### config.mk
export PLATFORM = sky130hd
export DESIGN_NAME = lgd_ctrl
export DESIGN_NICKNAME = d
export VERILOG_FILES = /design/src/rtl/lgd_pkg.sv /design/src/rtl/lgd_ctrl.sv
export SDC_FILE = /design/constraint.sdc
export NUM_CORES = 1
export LEC_CHECK = 0
export BUFFER_PORTS_ARGS = -buffer_cell sky130_fd_sc_hd__buf_4
export CAP_MARGIN = 20
export CELL_PAD_IN_SITES_DETAIL_PLACEMENT = 1
export CELL_PAD_IN_SITES_GLOBAL_PLACEMENT = 2
export CORE_MARGIN = 1
export CORE_UTILIZATION = 26
export CTS_CLUSTER_SIZE = 16
export DETAILED_ROUTE_END_ITERATION = 10
export PLACE_DENSITY_LB_ADDON = 0.1
export RECOVER_POWER = 25
export SLEW_MARGIN = 20
export SYNTH_ARGS = -nofsm -noshare
export SYNTH_HDL_FRONTEND = slang
export SYNTH_SLANG_ARGS = --single-unit
### constraint.sdc
create_clock -name clock -period 3.6 [get_ports clock]
set_clock_uncertainty 0.1 [all_clocks]
set_input_delay 0.72 -clock clock [delete_from_list [all_inputs] [get_ports clock]]
set_output_delay 0.72 -clock clock [all_outputs]
set_load 0.02 [all_outputs]
### src/rtl/lgd_pkg.sv
// ----------------------------------------------------------------------------
// Label grid package
// Shared constants, codes and controller/datapath interface types.
// ----------------------------------------------------------------------------
package lgd_pkg;

   localparam int MAX_ROWS = 64;
   localparam int MAX_COLS = 64;
   localparam int ROW_W    = $clog2(MAX_ROWS);
   localparam int COL_W    = $clog2(MAX_COLS);
   localparam int ADDR_W   = ROW_W + COL_W;
   localparam int DEPTH    = MAX_ROWS * MAX_COLS;

   localparam int SIZE_W   = 7;
   localparam int SCALE_W  = 13;
   localparam int WORLD_W  = 19;
   localparam int NEAR_W   = 18;
   localparam int DIFF_W   = 21;
   localparam int SQ_W     = 41;
   localparam int DIV_STEPS = WORLD_W;
   localparam int DCNT_W   = $clog2(DIV_STEPS);

   localparam logic [7:0] UNCLAIMED = 8'hFF;

   localparam logic [1:0] MODE_CLEAR   = 2'd0;
   localparam logic [1:0] MODE_PAINT   = 2'd1;
   localparam logic [1:0] MODE_QUERY   = 2'd2;
   localparam logic [1:0] MODE_NEAREST = 2'd3;

   localparam logic [1:0] REG_GRID_X = 2'd0;
   localparam logic [1:0] REG_GRID_Y = 2'd1;
   localparam logic [1:0] REG_SCALE  = 2'd2;

   typedef struct packed {
      logic capture;
      logic sweep;
      logic paint_init;
      logic paint_step;
      logic div_init;
      logic div_step;
      logic div_sel_y;
      logic scan_init;
      logic scan_step;
      logic load_out;
   } cmd_type;

   typedef struct packed {
      logic sweep_last;
      logic paint_ok;
      logic paint_last;
      logic div_last;
      logic scan_empty;
      logic scan_last;
      logic pipe_busy;
   } status_type;

endpackage

### src/rtl/lgd_ctrl.sv
// ----------------------------------------------------------------------------
// Label grid controller
// Sequences each request through the datapath and owns the request and response handshakes.
// ----------------------------------------------------------------------------
module lgd_ctrl (
   input  logic                clock,
   input  logic                reset,
   input  logic                req_valid,
   output logic                req_ready,
   input  logic [1:0]          req_mode,
   output logic                rsp_valid,
   input  logic                rsp_ready,
   output lgd_pkg::cmd_type    cmd,
   input  lgd_pkg::status_type sts
);

   typedef enum logic [3:0] {
      S_BOOT, S_IDLE, S_CLR, S_PAINT_INIT, S_PAINT, S_QX_INIT, S_QX,
      S_QY_INIT, S_QY, S_QREAD, S_SCAN_INIT, S_SCAN, S_DRAIN, S_DONE
   } state_type;

   state_type state_ff, state_in;
   logic      rsp_valid_ff, rsp_valid_in;
   logic      accept, out_free;

   assign req_ready = (state_ff == S_IDLE);
   assign accept    = req_valid && req_ready;
   assign rsp_valid = rsp_valid_ff;
   assign out_free  = !rsp_valid_ff || rsp_ready;

   always_comb begin
      cmd          = '0;
      state_in     = state_ff;
      rsp_valid_in = rsp_valid_ff && !rsp_ready;
      case (state_ff)
         S_BOOT: begin
            cmd.sweep = 1'b1;
            if (sts.sweep_last) state_in = S_IDLE;
         end
         S_IDLE: begin
            if (accept) begin
               cmd.capture = 1'b1;
               case (req_mode)
                  lgd_pkg::MODE_CLEAR: state_in = S_CLR;
                  lgd_pkg::MODE_PAINT: state_in = S_PAINT_INIT;
                  lgd_pkg::MODE_QUERY: state_in = S_QX_INIT;
                  default:             state_in = S_SCAN_INIT;
               endcase
            end
         end
         S_CLR: begin
            cmd.sweep = 1'b1;
            if (sts.sweep_last) state_in = S_DONE;
         end
         S_PAINT_INIT: begin
            cmd.paint_init = 1'b1;
            state_in = sts.paint_ok ? S_PAINT : S_DONE;
         end
         S_PAINT: begin
            cmd.paint_step = 1'b1;
            if (sts.paint_last) state_in = S_DONE;
         end
         S_QX_INIT: begin
            cmd.div_init = 1'b1;
            state_in = S_QX;
         end
         S_QX: begin
            cmd.div_step = 1'b1;
            if (sts.div_last) state_in = S_QY_INIT;
         end
         S_QY_INIT: begin
            cmd.div_init  = 1'b1;
            cmd.div_sel_y = 1'b1;
            state_in = S_QY;
         end
         S_QY: begin
            cmd.div_step  = 1'b1;
            cmd.div_sel_y = 1'b1;
            if (sts.div_last) state_in = S_QREAD;
         end
         S_QREAD: begin
            state_in = S_DONE;
         end
         S_SCAN_INIT: begin
            cmd.scan_init = 1'b1;
            state_in = sts.scan_empty ? S_DONE : S_SCAN;
         end
         S_SCAN: begin
            cmd.scan_step = 1'b1;
            if (sts.scan_last) state_in = S_DRAIN;
         end
         S_DRAIN: begin
            if (!sts.pipe_busy) state_in = S_DONE;
         end
         S_DONE: begin
            if (out_free) begin
               cmd.load_out = 1'b1;
               rsp_valid_in = 1'b1;
               state_in     = S_IDLE;
            end
         end
         default: state_in = S_IDLE;
      endcase
   end

   always_ff @(posedge clock) begin
      if (reset) begin
         state_ff     <= S_BOOT;
         rsp_valid_ff <= 1'b0;
      end else begin
         state_ff     <= state_in;
         rsp_valid_ff <= rsp_valid_in;
      end
   end

endmodule
==> flow_metrics.env <==
export IMPL_rows=17
export IMPL_grtUsageTotal=0.146
export IMPL_synth_seq_cells=5
export IMPL_postRouteAntennaNets=0
export IMPL_ys_warn_count=0
export IMPL_post_route_period_util=0.717
export IMPL_crit_required_ps=2780
export IMPL_die_w_um=50.2
export IMPL_die_h_um=50.2
export IMPL_end_kind="primary output"
export IMPL_relSlewSlack=0.544
export IMPL_cts_buffers=3
export IMPL_avgViaCountPerCell=5.18
export IMPL_diodes=0
export IMPL_multi_input_area_um2=442
export IMPL_syn_area_um2=603
export IMPL_drt_wl_total_um=1810
export IMPL_vias=663
export IMPL_ff2ff_setup_slack_ps=1590
export IMPL_intPower_uw=295
export IMPL_cts_hold_buf=0
export IMPL_ir_worst_vdd_mv=0.254
export IMPL_hp_class="flop to flop"
export IMPL_setup_slack_ps=1020
export IMPL_pwr_share_comb=0.613
export IMPL_synth_main_ff_cell="dfxtp_1"
export IMPL_cts_tree="yes"
export IMPL_powerDensity_mw_per_mm2=748
export IMPL_layout_drive_gt1_share=0.320
export IMPL_clk_latency_ps=240
export IMPL_total_power_uw=597
export IMPL_drv_cap=0
export IMPL_worstSetupPathType="flop to primary output"
export IMPL_layout_nets=117
export IMPL_drtPass1Iterations=4
export IMPL_crit_path_max_fanout=19
export IMPL_setup_tns_ps=0
export IMPL_place_gp_congestion=0.749
export IMPL_synth_net_count=95
export IMPL_start_util=0.275
export IMPL_syn_inst=79
export IMPL_register_area_um2=100
export IMPL_rsz0062_at_grt="false"
export IMPL_drc_errors=0
export IMPL_status="finished, final reports clean"
export IMPL_cp_cell_sequence="inv_1 > nand2_1 > nor2_1 > a32o_1 > buf_4"
export IMPL_cts_setup_buffers=0
export IMPL_grt_pass1_vias=638
export IMPL_wire_per_inst_um=14.2
export IMPL_grt_antenna_before_repair=0
export IMPL_slew_violations=0
export IMPL_cpMaxStageDelayCell="dfxtp_1"
export IMPL_synth_edf_count=0
export IMPL_clock_sinks=5
export IMPL_synth_cell_type_count=37
export IMPL_grt_pass1_wl_um=2820
export IMPL_crit_arrival_ps=1760
export IMPL_seq_area_frac_synth=0.166
export IMPL_numPortBuffers=24
export IMPL_grt_overflow_total=0
export IMPL_syn_avg_cell_area_um2=7.63
export IMPL_ios=25
export IMPL_clkTransAtPathRegs_ps=50
export IMPL_hold_violations=0
export IMPL_grt_max_degree=20
export IMPL_fill_cells=286
export IMPL_cts_resized=0
export IMPL_clkPwrFrac=0.110
export IMPL_startpoint_type="flop"
export IMPL_die_area_mm2=0.00252
export IMPL_swShare=0.506
export IMPL_drt_first_iter_violations=9
export IMPL_root_buffer="clkbuf_4"
export IMPL_synth_async_reset_ratio=0
export IMPL_dpl_hpwl_um=1330
export IMPL_dp_slack_ps=1290
export IMPL_p_switching_uw=302
export IMPL_tightest_slew_ps=682
export IMPL_leakagePower_uw=0.000351
export IMPL_cts_max_level=1
export IMPL_timing_fmax_mhz=387
export IMPL_period_needed_ps=2580
export IMPL_seq_power_share=0.277
export IMPL_setup_viol=0
export IMPL_coreArea_mm2=0.00219
export IMPL_slowest_delay_ps=700
export IMPL_clock_path_buffers=2
export IMPL_syn2layout_area_growth_pct=32.4
-- stage by stage --
step	utilization	area [um^2]	hold slack [ps]	instances
floorplan	-	603	502	79
global placement	0.354	776	551	124
detailed placement	0.354	776	568	124
CTS	0.366	802	577	128
global route	0.364	798	585	128
finish	0.364	798	552	128
-- cell usage after synthesis (2+ instances only) --
cell | number | share of area
a211oi_2 | 2 | 0.041
a41oi_1 | 2 | 0.029
a21oi_1 | 4 | 0.033
dfxtp_1 | 5 | 0.17
inv_1 | 5 | 0.031
nor2b_1 | 3 | 0.031
nor3_1 | 6 | 0.050
nor3b_1 | 2 | 0.025
ha_1 | 3 | 0.062
nor2_1 | 10 | 0.062
buf_2 | 4 | 0.033
o211ai_1 | 2 | 0.025
and3b_1 | 2 | 0.029
a32o_1 | 2 | 0.033
nand2_1 | 3 | 0.019
nand2b_4 | 2 | 0.046
nand2b_1 | 2 | 0.021
-- registers in the layout, indices dropped and copies added (netlist names) --
signal	count
state_ff	4
rsp_valid	1
-- cell families after synthesis --
group / after synthesis / synth area share
AOI/OAI and AO/OA: 20 / 0.263
adders and majority gates: 4 / 0.0809
buffers and inverters: 12 / 0.102
DFF: 5 / 0.166
muxes: 1 / 0.0166
and+or+nand+nor: 37 / 0.371
-- cell type report --
cell class / instances / area share
inverters: 5 / 0.0235
repair buffers: 24 / 0.221
multi-input cells: 62 / 0.553
well taps: 28 / 0.0439
clock buffers: 4 / 0.0329
flip-flops and latches: 5 / 0.125
-- cells in the final DEF (no fill, tap or decap), drive strengths merged --
cell type   n
nor2b       3
and3b       2
nand3b      1
o21ai       2
o211ai      2
ha          3
buf        23
a41oi       2
nor3b       2
a31oi       1
a41o        1
a22oi       1
nor3        6
dfxtp       5
inv         5
maj3        1
and4        1
and4b       1
nor2       10
a211oi      2
a2111o      1
nor4        1
nand3       1
a221oi      1
nand2b      4
clkbuf      5
a21oi       4
nand2       3
a32o        2
o31ai       1
and2        1
mux2i       1
or4         1
-- per-layer routing --
layer	part of all wire	track usage	up-vias
met2	0.48	0.264	16
met3	0.041	0.0212	0
li1	-	-	338
met4	0	0.0429	0
met5	0	0	-
met1	0.47	0.176	309
-- power groups by stage --
stage	Sequential (uW)	Combinational [uW]	Clock [uW]
6_report	166	366	65.6
5_1_grt	174	395	71.2
4_1_cts	166	369	69.1
3_5_place_dp	167	366	0
3_3_place_gp	168	365	0
2_1_floorplan	87.8	342	0
-- critical path, delay by kind of cell (launching register included) --
family / cells / cell delay (ps)
and+or+nand+nor: 2 / 240
DFF: 1 / 700
AOI/OAI and AO/OA: 1 / 200
buffers and inverters: 2 / 380
-- path summary, 6_finish.rpt --
path,startpoint,end,depth (start not counted)
worst min register to register,rsp_valid,rsp_valid,3
worst max-delay path,state_ff[3],cmd[3],5
worst max register to register,state_ff[1],state_ff[2],4
worst min-delay path,rsp_valid,rsp_valid,3
Note: power is estimated with default switching activity, not from simulation.
